## config.mk

```make
export PLATFORM = sky130hd
export DESIGN_NAME = mrpt_modunit
export DESIGN_NICKNAME = d
export VERILOG_FILES = /design/src/design/mrpt_pkg.sv /design/src/design/mrpt_modunit.sv
export VERILOG_INCLUDE_DIRS = /design/src /design/src/design
export SDC_FILE = /design/constraint.sdc
export NUM_CORES = 1
export LEC_CHECK = 0
export BUFFER_PORTS_ARGS = -buffer_cell sky130_fd_sc_hd__buf_2
export CAP_MARGIN = 20
export CORE_MARGIN = 2
export CORE_UTILIZATION = 29
export DETAILED_ROUTE_END_ITERATION = 10
export PLACE_DENSITY = 0.52
export SLEW_MARGIN = 10
export SYNTH_ARGS = -nofsm -noshare
export SYNTH_HDL_FRONTEND = slang
export SYNTH_SLANG_ARGS = --single-unit
```

## constraint.sdc

```tcl
create_clock -name i_clk -period 13.8 [get_ports i_clk]
set_input_delay 2.76 -clock i_clk [delete_from_list [all_inputs] [get_ports i_clk]]
set_output_delay 2.76 -clock i_clk [all_outputs]
set_load 0.05 [all_outputs]
```

## src/design/assert_macros.svh

```systemverilog
// Assertion macros shared by the RTL files
`ifndef ASSERT_MACROS_SVH
`define ASSERT_MACROS_SVH
// check that a condition implies a consequence on the same edge
`define ASSERT_IMPLY(label, clk, rst_n, ante, cons) \
    label: assert property (@(posedge clk) disable iff (!rst_n) (ante) |-> (cons)) \
        else $error("assertion failed");
// check that a condition implies a consequence on the next edge
`define ASSERT_NEXT(label, clk, rst_n, ante, cons) \
    label: assert property (@(posedge clk) disable iff (!rst_n) (ante) |=> (cons)) \
        else $error("assertion failed");
`endif

```

## src/design/mrpt_pkg.sv

```systemverilog
// Package: widths and defaults for the probable-prime tester
`default_nettype none
package mrpt_pkg;
    localparam int unsigned WIDTH_DEF  = 32;
    localparam int unsigned ROUNDS_DEF = 5;
    localparam int unsigned WORD_W     = 32;
    localparam int unsigned WORD_COUNT = 5;

    // operation codes for the shared modular unit
    typedef enum logic [1:0] {
        t_OP_MUL = 2'd0,
        t_OP_RED = 2'd1
    } t_op;

    typedef struct packed {
        logic start;
        t_op  op;
    } t_unit_ctl;
endpackage
`default_nettype wire

```

## src/design/mrpt_modunit.sv

```systemverilog
// Shared modular unit: bit-serial multiply mod m and reduce mod m
`default_nettype none
`include "assert_macros.svh"
module mrpt_modunit #(
    parameter int unsigned WIDTH = mrpt_pkg::WIDTH_DEF
) (
    input  wire logic              i_clk,
    input  wire logic              i_rst_n,
    input  wire mrpt_pkg::t_unit_ctl i_ctl,
    input  wire logic [WIDTH-1:0]  i_x,
    input  wire logic [((WIDTH > mrpt_pkg::WORD_W) ? WIDTH : mrpt_pkg::WORD_W)-1:0] i_y,
    input  wire logic [WIDTH-1:0]  i_m,
    output logic                   o_done,
    output logic [WIDTH-1:0]       o_res
);
    // y operand covers both a residue and a full random word
    localparam int unsigned YW = (WIDTH > mrpt_pkg::WORD_W) ? WIDTH : mrpt_pkg::WORD_W;
    localparam int unsigned CW = $clog2(YW + 1);

    logic [WIDTH-1:0] r_acc, r_term, r_m;
    logic [YW-1:0]    r_y;
    logic [CW-1:0]    r_cnt;
    logic             r_busy, r_red;
    logic [WIDTH-1:0] n_term2, n_accadd, n_shift;
    logic [WIDTH:0]   w_dbl, w_sum, w_sh;

    // modular add/double: operands stay below m
    always_comb begin
        w_dbl   = {1'b0, r_term} + {1'b0, r_term};
        n_term2 = (w_dbl >= {1'b0, r_m}) ? WIDTH'(w_dbl - {1'b0, r_m}) : w_dbl[WIDTH-1:0];
        w_sum   = {1'b0, r_acc} + {1'b0, r_term};
        n_accadd = (w_sum >= {1'b0, r_m}) ? WIDTH'(w_sum - {1'b0, r_m}) : w_sum[WIDTH-1:0];
        // restoring reduction step: shift in one bit of y from the top
        w_sh    = {r_acc, r_y[YW-1]};
        n_shift = (w_sh >= {1'b0, r_m}) ? WIDTH'(w_sh - {1'b0, r_m}) : w_sh[WIDTH-1:0];
    end

    // sequence multiply (LSB first) or reduction (MSB first)
    always_ff @(posedge i_clk) begin
        o_done <= 1'b0;
        if (!i_rst_n) begin
            r_busy <= 1'b0;
        end else if (i_ctl.start) begin
            r_busy <= 1'b1;
            r_red  <= (i_ctl.op == mrpt_pkg::t_OP_RED);
            r_acc  <= '0;
            r_term <= i_x;
            r_y    <= i_y;
            r_m    <= i_m;
            r_cnt  <= CW'(YW);
        end else if (r_busy) begin
            if (r_cnt == '0) begin
                r_busy <= 1'b0;
                o_done <= 1'b1;
                o_res  <= r_acc;
            end else begin
                r_cnt <= r_cnt - 1'b1;
                if (r_red) begin
                    r_acc <= n_shift;
                    r_y   <= {r_y[YW-2:0], 1'b0};
                end else begin
                    if (r_y[0]) r_acc <= n_accadd;
                    r_term <= n_term2;
                    r_y    <= {1'b0, r_y[YW-1:1]};
                end
            end
        end
    end

    `ASSERT_NEXT(a_done_ends, i_clk, i_rst_n, o_done, !o_done)
    `ASSERT_IMPLY(a_no_restart, i_clk, i_rst_n, r_busy && r_cnt != '0, !i_ctl.start)
endmodule
`default_nettype wire

```

======== Word-level counts from Yosys, hierarchy flattened ========
Cells that the tools add are included.
storage, ports and cells
  output and inout bits ................... 33
  flip-flop bits (word level) ............. 169
  input bits .............................. 101
  logic and storage cells ................. 54
cells by class
  add/subtract/negate cells ............... 6
  $lt $le $gt $ge ......................... 3
  eq/ne operators ......................... 3
  mux-type cells .......................... 21
  reductions and logical operators ........ 9
  bitwise operators ....................... 3
operators by type and width
  kind                 number
  $mux 32              15
  $ge 33x32->1         3
  $sub 32x32->32       3
  $add 32x32->33       2
  $mux 6               2
  $reduce_and 4->1     3
  $logic_not 6->1      1
  $sub 6x1->6 const B  1
  $mux 1               4
  $ne 2x2->1 const B   2
  $not 1->1            3
  $reduce_and 3->1     1
  $reduce_bool 3->1    1
  $reduce_or 3->1      1
  $eq 2x1->1 const B   1
  $reduce_and 2->1     1
  $reduce_bool 2->1    1

======== Logic depth before layout (Yosys ltp) ========
Gate-level depths: netlist (run 1).
  depth in word-level cells ............... 7
  mapped depth ............................ 23
  depth with buffers taken out ............ 21

======== Worst setup path before layout (run 1) ========
No wires, ideal clock.
  kind .................................... input to register
  start point ............................. input port i_ctl[2] (netlist name)
  end point ............................... register o_res[0], enable pin
  setup time .............................. 461 ps
  buffers on the path ..................... 3
  stages on the path ...................... 4
  arrival time ............................ 5607 ps
  setup slack ............................. 7732 ps
  required time ........................... 13339 ps
  cells stage by stage .................... clkbuf_1 > clkbuf_1 > buf_1 > nor3_1
between the ends
  cells in the longest elaborated chain, start to end .. 2
ends and longest elaborated chain
  item                        RTL line            text
  start, declared             mrpt_modunit.sv:9   input wire mrpt_pkg::t_unit_ctl i_ctl,
  $not 1->1 (no line)         --
  $reduce_and 4->1 (no line)  --
  end signal, assigned        mrpt_modunit.sv:55  o_res <= r_acc;
  end, declared               mrpt_modunit.sv:14  output logic [WIDTH-1:0] o_res
No other way between the ends.
A chain may end at the register's enable or synchronous reset.

======== Final worst setup path (run 1) ========
  start point ............................. register r_acc[0]
  end point ............................... register r_acc[29], data pin
between the ends
  cells in the longest elaborated chain, start to end .. 7
  elaborated cells between the ends (all ways) .. 11
  classes of those cells .................. 3 x add/sub; 2 x order compare; 6 x mux
ends and longest elaborated chain
  item                                                   RTL line            text
  start, declared                                        mrpt_modunit.sv:20  logic [WIDTH-1:0] r_acc, r_term, r_m;
  start signal, assigned                                 mrpt_modunit.sv:59  r_acc <= n_shift;
  start signal, assigned                                 mrpt_modunit.sv:62  if (r_y[0]) r_acc <= n_accadd;
  $add 32x32->33                                         mrpt_modunit.sv:31  w_sum = {1'b0, r_acc} + {1'b0, r_term};
  $sub 32x32->32 / $ge 33x32->1 (equally long branches)  mrpt_modunit.sv:32  n_accadd = (w_sum >= {1'b0, r_m}) ? WIDTH'(w_sum - {1'b0, r_m}) : w_sum[WIDTH-1:0];
  $mux 32                                                mrpt_modunit.sv:32
  $mux 32                                                mrpt_modunit.sv:62
  $mux 32 (*)                                            mrpt_modunit.sv:58  if (r_red) begin
  $mux 32 (*)                                            mrpt_modunit.sv:52  if (r_cnt == '0) begin
  $mux 32 (*)                                            mrpt_modunit.sv:51  end else if (r_busy) begin
Every way passes the cells marked *; elsewhere a longest branch is shown, timed or not. The select of a mux whose other input is x is not followed.

==> results of run 1 <==
==> registers in the layout, summed over array words and instances, names as in the netlist <==
| signal | count |
|---|---|
| r_m | 32 |
| r_y | 32 |
| r_acc | 32 |
| o_done | 1 |
| r_term | 32 |
| r_red | 1 |
| o_res | 32 |
| r_busy | 1 |
| r_cnt | 6 |
==> kinds of logic after synthesis <==
group           count (synthesis)  synth area share [%]
compound gates                531                 23.98
xor+xnor                      107                 6.704
flops                         169                 36.16
buf+inv                       119                 3.321
fa+ha+maj                     133                 12.12
simple gates                  367                 12.71
mux                            69                 5.004
==> stage by stage <==
step                      instances  utilization, %
after floorplan                1495               -
after global placement         2210           32.25
after detailed placement       2210           32.25
after CTS                      2242           33.51
after global routing           2242           33.51
final                          2242           33.51
==> where the power goes <==
group | switching, uW | internal (uW)
registers | 59.3 | 645
clock network | 237 | 276
logic | 952 | 668
total | 1250 | 1590
==> routing by layer <==
metal	routed length [um]	vias to the layer above	GRT usage [%]	part of all wire, %
met1	21060	5731	23.78	48
met4	1145	4	6.559	2.6
li1	-	5902	-	-
met2	20080	284	28.96	45
met3	1990	53	2.715	4.5
met5	27	-	0	0.061
==> cells in the mapped netlist (all sizes together), types with 6 or more instances <==
master / n / area share [%]
a2bb2oi: 10 / 0.63
or3: 8 / 0.36
nand2: 99 / 2.7
xor2: 35 / 2.2
a2111oi: 10 / 0.63
a211o: 7 / 0.44
nor2: 94 / 2.5
or2: 8 / 0.36
o31ai: 6 / 0.32
nor2b: 14 / 0.63
o21ai: 115 / 4.1
o21bai: 20 / 1.1
edfxtp: 167 / 36
o21a: 38 / 2.0
inv: 71 / 1.9
ha: 129 / 12
a21o: 54 / 2.9
nand3: 33 / 1.2
o22ai: 28 / 1.3
nand2b: 9 / 0.40
and4: 6 / 0.38
a211oi: 15 / 0.93
a31oi: 15 / 0.67
nand4: 15 / 0.67
xnor2: 72 / 4.5
and3: 22 / 0.98
nor3: 36 / 1.3
a21oi: 160 / 5.7
buf: 12 / 0.45
clkbuf: 35 / 0.94
and2: 7 / 0.31
o211ai: 17 / 0.91
mux2i: 65 / 4.7
==> final cells by class <==
class                           instances  share of cell area [%]
Timing Repair Buffer                  147                   4.843
Clock inverter                         13                  0.9873
Clock buffer                           19                   2.774
Sequential cell                       169                   31.66
Multi-Input combinational cell       1207                   53.23
Inverter                               72                   1.693
Tap cell                              615                   4.819
==> worst max-delay path: stages, from the launching register on <==
cell and delay, ns:
edfxtp_1 0.45, ha_1 0.28, fa_1 0.42, a21o_1 0.19, a221oi_1 0.41, a21oi_1 0.23, or3_1 0.44, a31oi_1 0.30
o31ai_1 0.26, a21oi_1 0.22, xnor2_1 0.13, ha_1 0.43, nand2_1 0.15, nor3_1 0.49, nand4_1 0.30, o41ai_1 0.41
a221oi_1 0.10, o31ai_1 0.13, a31oi_4 0.04, buf_4 0.35, o211a_1 0.30, a311oi_1 0.26
==> cell usage in the layout (no fill, tap or decap), types with 4 or more instances in the layout <==
cell,count
edfxtp_1,167
a21oi_1,160
buf_2,132
ha_1,129
o21ai_0,107
nand2_1,99
nor2_1,93
xnor2_1,72
inv_1,71
mux2i_1,65
a21o_1,54
o21a_1,38
xor2_1,35
nor3_1,34
nand3_1,33
o22ai_1,27
and3_1,22
o21bai_1,20
o211ai_1,17
clkbuf_16,17
nand4_1,15
buf_4,15
a31oi_1,14
nor2b_1,14
a211oi_1,13
a2bb2oi_1,10
a2111oi_0,9
nand2b_1,9
or3_1,8
or2_2,8
and2_1,7
o21ai_1,7
a211o_1,7
and4_1,6
o31ai_1,6
or4_1,5
inv_6,5
a221oi_1,4
a21boi_0,4
fa_1,4
==> worst min path at each step <==
stage | slack [ns] | to | cells after the start | from
6_report | 0.50 | o_done | 2 | r_busy
5_1_grt | 0.54 | o_done | 2 | r_busy
4_1_cts | 0.50 | o_done | 2 | r_busy
3_5_place_dp | 0.49 | o_done | 2 | r_busy
3_3_place_gp | 0.49 | o_done | 2 | r_busy
2_1_floorplan | 0.45 | o_done | 2 | r_busy
==> summary.md, run 1 <==
| Metric | Value |
|---|---|
| Outcome | `finished clean` |
| FF-to-FF Start | `r_acc[0]` |
| CTS sink cnt | `169` |
| Critical Path Source | `r_acc[0]` |
| CTS tree | `built` |
| LEAKAGE | `0.006662 uW` |
| Slew Limit Fails | `0` |
| Vias in the first global route | `12020` |
| Clk slew on worst S/H paths | `0.08 ns` |
| Top_reg_cell synth | `edfxtp_1` |
| Placed cell area | `0.01537 sq mm` |
| Layout cell share with drive strength beyond 1 | `12.17%` |
| Final Setup Violations | `0` |
| Post-CTS Resized | `0` |
| Htree depth | `4` |
| Port Buffers | `133` |
| Register bit total from synthesis | `169` |
| Placeable core area | `0.04765 sq mm` |
| Area growth syn-to-layout | `14.23%` |
| Hold crit path type | `reg -> reg` |
| Chip width | `223.6 um` |
| Fmax | `153.8 MHz` |
| Final instance area | `0.01597 sq mm` |
| YS warnings | `0` |
| Seq. cell area | `0.005055 sq mm` |
| Final Critical Period | `6.501 ns` |
| # IOs | `134` |
| Mapped Area | `0.01398 sq mm` |
| Post-DRT Antenna Nets | `0` |
| Distinct cells, synth | `74` |
| VDD IR-drop max | `0.1039 mV` |
| Drc violations | `0` |
| Crit path capture type | `flip-flop` |
| Routed wire per std cell | `19.76 um` |
| Row Count | `80` |
| Initial antenna violation count | `2` |
| Global Route Usage Sum | `17.75%` |
| Postcts setup bufs | `0` |
| Clock Latency Late Sink | `0.48 ns` |
| Largest net degree at the start of global routing | `79` |
| Max Cap Viol | `0` |
| Syn Nets | `1729` |
| Synthesized instance count | `1495` |
| Iter 0 DRT Violations | `782` |
| Final Cycle Share | `47.11%` |
| Vias per cell | `5.341` |
| Worst EP arrival | `6.79 ns` |
| TritonCTS Buffers | `17` |
| Setup_tns | `0 ns` |
| Multi-input logic area | `0.008499 sq mm` |
| Vias | `11970` |
| Setup crit start kind | `flip-flop` |
| R2R setup slack | `7.30 ns` |
| Number of fill cells in the layout | `5001` |
| Worst Setup Path Type | `reg -> reg` |
| Hold_buf cts | `0` |
| Nets | `1848` |
| Dpl hpwl | `34610 um` |
| DIE AREA | `0.04997 sq mm` |
| Inserted Diodes | `0` |
| Clock buffer depth | `2` |
| Place WS | `7.305 ns` |
| Worst Tran Pin Value | `1.009 ns` |
| Global-route wire length before repair | `68300 um` |
| Clk_skew | `0.01565 ns` |
| Global placer's final weighted congestion | `0.8945` |
| Total Power | `2838 uW` |
| RSZ-0062 raised after global routing | `no` |
| Worst setup path endpoint | `r_acc[29]` |
| Reg2reg end | `r_acc[29]` |
| Setup slack after layout | `7.299 ns` |
| DRT Pass-1 Iters | `5` |
| DRT Wirelength | `44300 um` |
| Hold WS | `0.5034 ns` |
| Hold Vio Cnt, Final | `0` |
| Mapped Avg Cell Area | `9.350 sq um` |
| Remaining global-route overflow | `0` |
| Reg2reg path depth | `21` |
| Die H | `223.6 um` |
| Pwr dens | `177.7 mW/mm^2` |
| Root buf cell | `clkbuf_16` |
| Critical Path Fanout Max | `58` |
| Slew margin rel. | `30.99%` |
| Asr flop ratio synth | `0%` |
| Sequential element share of the synthesized area | `36.16%` |
| Initial cell density of the core | `29.34%` |
| Post-synth EDFFs | `167` |
| CP required | `14.09 ns` |
(Power assumes the default switching activity.)
==> inputs of run 2 (changes only) <==
- clock period: 13.8 -> 6.6 ns (I/O delays scaled with it)
==> run 2 against run 1 <==
Register-to-register slack lost 6.8 ns. Worst hold slack improved by 0.0033 ns. Flip-flop and latch count unchanged. Critical path depth rose by 1. Design area grew 0.40%. Maximum frequency grew 6.8%. Via count is 0.28% higher. Worst setup slack got worse by 6.8 ns.
==> summary.md, run 2 (same netlist as run 1, synthesis figures left out) <==
| Metric | Value |
|---|---|
| Final instance area | `0.01603 sq mm` |
| Clk network pwr share | `17.2%` |
| Worst Tran Pin Value | `1.007 ns` |
| Outcome | `finished clean` |
| Crit path capture type | `flip-flop` |
| Initial cell density of the core | `29.34%` |
| Clk slew on worst S/H paths | `0.07 ns` |
| Commonest non-fill, non-tap cells in the layout | `edfxtp_1, a21oi_1, buf_2, ha_1, o21ai_0` |
| P_sw | `2626 uW` |
| Port Buffers | `133` |
| Vias per cell | `5.339` |
| Finished Layout Cells | `2249` |
| Placeable core area | `0.04765 sq mm` |
| Setup crit start kind | `flip-flop` |
| Clk_skew | `0.01484 ns` |
| Slew margin rel. | `32.40%` |
| Area growth syn-to-layout | `14.69%` |
| Routed wire per std cell | `19.57 um` |
| Global-route wire length before repair | `67920 um` |
| Critical Path Fanout Max | `10` |
| RSZ-0062 raised after global routing | `no` |
| Reg2reg end | `r_acc[26]` |
| DIE AREA | `0.04997 sq mm` |
| Dpl hpwl | `34600 um` |
| Clock Latency Late Sink | `0.48 ns` |
| Row Count | `80` |
| Remaining global-route overflow | `0` |
| Die H | `223.6 um` |
| Post-DRT Antenna Nets | `0` |
| Iter 0 DRT Violations | `679` |
| FF-to-FF Start | `r_term[0]` |
| R2R setup slack | `0.52 ns` |
| Htree depth | `4` |
| Critical Path Source | `r_term[0]` |
| Global Route Usage Sum | `17.60%` |
| DRT Wirelength | `44010 um` |
| Number of fill cells in the layout | `4913` |
| Multi-input logic area | `0.008498 sq mm` |
| Seq. cell area | `0.005055 sq mm` |
| Final Cycle Share | `92.19%` |
| Fmax | `164.3 MHz` |
| # IOs | `134` |
| Worst EP arrival | `6.32 ns` |
| Postcts setup bufs | `0` |
| Post-CTS Resized | `0` |
| Root buf cell | `clkbuf_16` |
| Sw Share | `44.04%` |
| CP required | `6.83 ns` |
| Max Cap Viol | `0` |
| Largest net degree at the start of global routing | `72` |
| Vias in the first global route | `11920` |
| Hold crit path type | `reg -> reg` |
| Slew Limit Fails | `0` |
| DRT Pass-1 Iters | `5` |
| Pwr dens | `371.9 mW/mm^2` |
| Vias | `12010` |
| Setup_tns | `0 ns` |
| Hold Vio Cnt, Final | `0` |
| Chip width | `223.6 um` |
| Placed insts | `2214` |
| Most common cell after layout, fill and taps aside | `edfxtp_1` |
| Internal Power | `3337 uW` |
| Hold_buf cts | `0` |
| Clock buffer depth | `2` |
| Worst Setup Path Type | `reg -> reg` |
| VDD IR-drop max | `0.2185 mV` |
| Comb pwr share | `58.1%` |
| Reg2reg path depth | `22` |
| Drc violations | `0` |
| Inserted Diodes | `0` |
| TritonCTS Buffers | `17` |
| Hold WS | `0.5067 ns` |
| Reg power frac | `24.7%` |
| Worst setup path endpoint | `r_acc[26]` |
| CTS sink cnt | `169` |
| Initial antenna violation count | `2` |
| CTS tree | `built` |
| Layout cell share with drive strength beyond 1 | `12.36%` |
| Final Setup Violations | `0` |
| LEAKAGE | `0.006708 uW` |
| Global placer's final weighted congestion | `0.9041` |
| Placed cell area | `0.01542 sq mm` |
| Final Critical Period | `6.085 ns` |
| Nets | `1855` |
[run 2: cell count changes in the layout (fill, tap and decap cells not counted), sizes merged]
cell and delta:
buf +6, bufinv -1, clkinv +2, dlymetal6s2s +1, inv -1
[run 2: critical path, cell delays in order, from the launching register on]
cell and delay (ns):
edfxtp_1 0.47, ha_1 0.27, fa_1 0.42, a21o_1 0.20, a221oi_1 0.43, a21oi_1 0.23, or3_1 0.45, a31oi_1 0.32
o31ai_1 0.27, a21oi_1 0.23, xnor2_1 0.20, ha_1 0.37, a21oi_1 0.25, o21ai_1 0.09, a21o_1 0.18, a21o_1 0.17
a221oi_1 0.25, o31ai_1 0.16, a31oi_4 0.21, buf_4 0.22, nor2_1 0.06, a211o_1 0.26, o211a_1 0.12
[run 2: metrics by stage]
step,setup slack [ns],power (uW),utilization (%)
finish,0.5152,5963,33.65
global route,0.1372,6414,33.65
CTS,0.3202,5926,33.56
detailed placement,0.3481,4879,32.37
global placement,0.4652,4868,32.37
floorplan,1.328,4068,-
[run 2: layout make-up]
cell class,instances,share of cell area [%]
Multi-Input combinational cell,1207,53.01
Inverter,72,1.686
Timing Repair Buffer,154,5.416
Clock inverter,13,0.8585
Sequential cell,169,31.53
Clock buffer,19,2.700
Tap cell,615,4.800
[run 2: power groups by stage]
stage	clock [uW]	sequential [uW]	combinational, uW
finish	1030	1470	3460
global route	1080	1480	3850
CTS	1050	1470	3410
detailed placement	0	1490	3390
global placement	0	1490	3380
floorplan	0	1430	2640
[run 2: how the worst min path moves through the flow]
stage | endpoint | start | slack, ns | cells past startpoint
after floorplan | o_done | r_busy | 0.45 | 2
after global placement | o_done | r_busy | 0.50 | 2
after detailed placement | o_done | r_busy | 0.50 | 2
after CTS | o_done | r_busy | 0.51 | 2
after global routing | o_done | r_busy | 0.53 | 2
final | o_done | r_busy | 0.51 | 2
[run 2: metal layers]
layer | vias to the layer above | track usage, % | part of all wire (%)
li1 | 5921 | - | -
met1 | 5749 | 23.76 | 47
met2 | 287 | 29.03 | 46
met3 | 49 | 2.466 | 4.3
met4 | 2 | 5.742 | 2.1
met5 | - | 0 | 0.030
==> inputs of run 3 (changes only) <==
- CORE_ASPECT_RATIO: default -> 2
- GPL_ROUTABILITY_DRIVEN: default -> 0
- MAX_ROUTING_LAYER: default -> met4
==> run 3 against run 2 <==
Global-route usage up 3.2 points. Worst setup slack better by 0.063 ns. Register-to-register slack better by 0.06 ns. Final cell count up 0.67%. Flip-flop and latch count unchanged. Total power up 0.75%. Sequential share of layout area about the same. Via count up 1.9%. Clock power about the same. Critical endpoint is now r_acc[21].
==> summary.md, run 3 (same netlist as run 1, synthesis figures left out) <==
| Metric | Value |
|---|---|
| Remaining global-route overflow | `0` |
| CP required | `6.78 ns` |
| Number of fill cells in the layout | `5014` |
| Clock buffer depth | `2` |
| Pwr dens | `374.9 mW/mm^2` |
| Seq. cell area | `0.005055 sq mm` |
| Largest net degree at the start of global routing | `109` |
| Critical path's largest stage delay | `0.52 ns` |
| TritonCTS Buffers | `17` |
| Placed cell area | `0.01544 sq mm` |
| Commonest non-fill, non-tap cells in the layout | `edfxtp_1, a21oi_1, buf_2, ha_1, o21ai_0` |
| Iter 0 DRT Violations | `650` |
| Drc violations | `0` |
| Chip width | `159.2 um` |
| Final Setup Violations | `0` |
| Area growth syn-to-layout | `14.63%` |
| Delay-heaviest family, CP | `compound AO/OA/AOI/OAI gates` |
| Initial antenna violation count | `2` |
| FF-to-FF Start | `r_acc[0]` |
| Worst Tran Pin Value | `1.079 ns` |
| Layout cell share with drive strength beyond 1 | `12.39%` |
| Reg2reg end | `r_acc[21]` |
| Final instance area | `0.01602 sq mm` |
| Hold crit path type | `reg -> reg` |
| Vias in the first global route | `12720` |
| R2R setup slack | `0.58 ns` |
| Clock Latency Late Sink | `0.48 ns` |
| Post-DRT Antenna Nets | `0` |
| LEAKAGE | `0.006675 uW` |
| Worst Setup Path Type | `reg -> reg` |
| Htree depth | `4` |
| Vias | `12240` |
| Outcome | `finished clean` |
| Port Buffers | `133` |
| Critical path cell sequence | `ha_1 > fa_1 > a21o_1 > a221oi_2 > a21oi_1 > or3_1 > a31oi_1 > o31ai_1 > o311ai_1 > ha_1 > nand2_1 > nor3_1 > a221oi_1 > o41ai_1 > a221oi_1 > o31ai_1 > a31oi_4 > buf_12 > nor2_1 > a211oi_1 > a211oi_1` |
| Finished Layout Cells | `2264` |
| Setup_tns | `0 ns` |
| Placeable core area | `0.04751 sq mm` |
| Hold Vio Cnt, Final | `0` |
| # IOs | `134` |
| Nets | `1851` |
| DRT Wirelength | `50600 um` |
| Multi-input logic area | `0.008506 sq mm` |
| Final Cycle Share | `91.24%` |
| Dpl hpwl | `40620 um` |
| Most common cell after layout, fill and taps aside | `edfxtp_1` |
| Clk_skew | `0.01422 ns` |
| Placed insts | `2229` |
| Final Critical Period | `6.022 ns` |
| Routed wire per std cell | `22.35 um` |
| Slew margin rel. | `28.09%` |
| Max Cap Viol | `0` |
| Global Route Usage Sum | `20.79%` |
| Slew Limit Fails | `0` |
| DRT Pass-1 Iters | `5` |
| Crit path capture type | `flip-flop` |
| Global-route wire length before repair | `74950 um` |
| RSZ-0062 raised after global routing | `no` |
| CTS sink cnt | `169` |
| Vias per cell | `5.406` |
| VDD IR-drop max | `0.2125 mV` |
| Buf/Inv on CP | `1` |
| Clk slew on worst S/H paths | `0.08 ns` |
| CTS tree | `built` |
| Setup crit start kind | `flip-flop` |
| Die H | `314.5 um` |
| Reg2reg path depth | `21` |
| CP max stage cell | `o311ai_1` |
| Fmax | `166.1 MHz` |
| Row Count | `113` |
| Critical Path Source | `r_acc[0]` |
| Critical path depth | `21` |
| Worst setup path endpoint | `r_acc[21]` |
| DIE AREA | `0.05008 sq mm` |
| Initial cell density of the core | `29.42%` |
| Root buf cell | `clkbuf_16` |
| Worst EP arrival | `6.20 ns` |
| Critical Path Fanout Max | `49` |
-- run 3: cell count changes in the layout (fill, tap and decap cells not counted), moves of 2 or more --
cell / change
buf_4: -3
inv_8: +2
diode_2: +2
inv_6: +2
clkbuf_1: -2
buf_12: -2
-- run 3: how the worst min path moves through the flow --
stage / from / end / slack, ns / depth (start not counted)
floorplan: r_busy / o_done / 0.45 / 2
global placement: r_busy / o_done / 0.51 / 2
detailed placement: r_busy / o_done / 0.50 / 2
CTS: r_busy / o_done / 0.51 / 2
global route: r_busy / o_done / 0.53 / 2
finish: r_busy / o_done / 0.51 / 2
-- run 3: cell type report --
type                    count  share of cell area, %
diodes                      2                0.03123
clock buffers              17                  2.655
clock inverters            15                 0.8511
inverters                  72                  1.687
multi-input cells        1207                  53.08
flip-flops and latches    169                  31.55
well taps                 632                  4.935
repair buffers            150                  5.216
-- run 3: stage by stage --
| step | hold WS, ns | setup slack (ns) | util [%] | total power (uW) |
|---|---|---|---|---|
| 4_1_cts | 0.5125 | 0.3945 | 33.68 | 6023 |
| 2_1_floorplan | 0.4458 | 1.328 | - | 4068 |
| 3_5_place_dp | 0.4981 | 0.4190 | 32.49 | 4971 |
| 3_3_place_gp | 0.5086 | 0.4723 | 32.44 | 4942 |
| 6_report | 0.5056 | 0.5780 | 33.73 | 6007 |
| 5_1_grt | 0.5344 | 0.1177 | 33.73 | 6448 |
-- run 3: repair_timing --
item,CTS,global route
setup buffers,0,0
hold buffers,0,0
resized for setup,0,1
setup endpoints to repair,0,2
-- run 3: report_power, final --
part           switching [uW]  leakage (uW)  internal (uW)
Sequential                156       0.00160           1350
Combinational            2050       0.00479           1430
Clock                     521      0.000281            499
-- run 3: worst register-to-register path: cells and delay by family, from the launching register on --
family | cells | cell delay (ns)
simple gates | 4 | 0.76
buf+inv | 1 | 0.25
fa+ha+maj | 3 | 1.08
flops | 1 | 0.44
compound gates | 13 | 3.21
-- run 3: per-layer routing --
layer / up-vias / track usage, % / share of wire (%)
met2: 368 / 38.86 / 54
met3: 182 / 2.569 / 2.9
met5: - / - / 0
li1: 5925 / - / -
met1: 5764 / 17.22 / 32
met4: 0 / 20.50 / 12
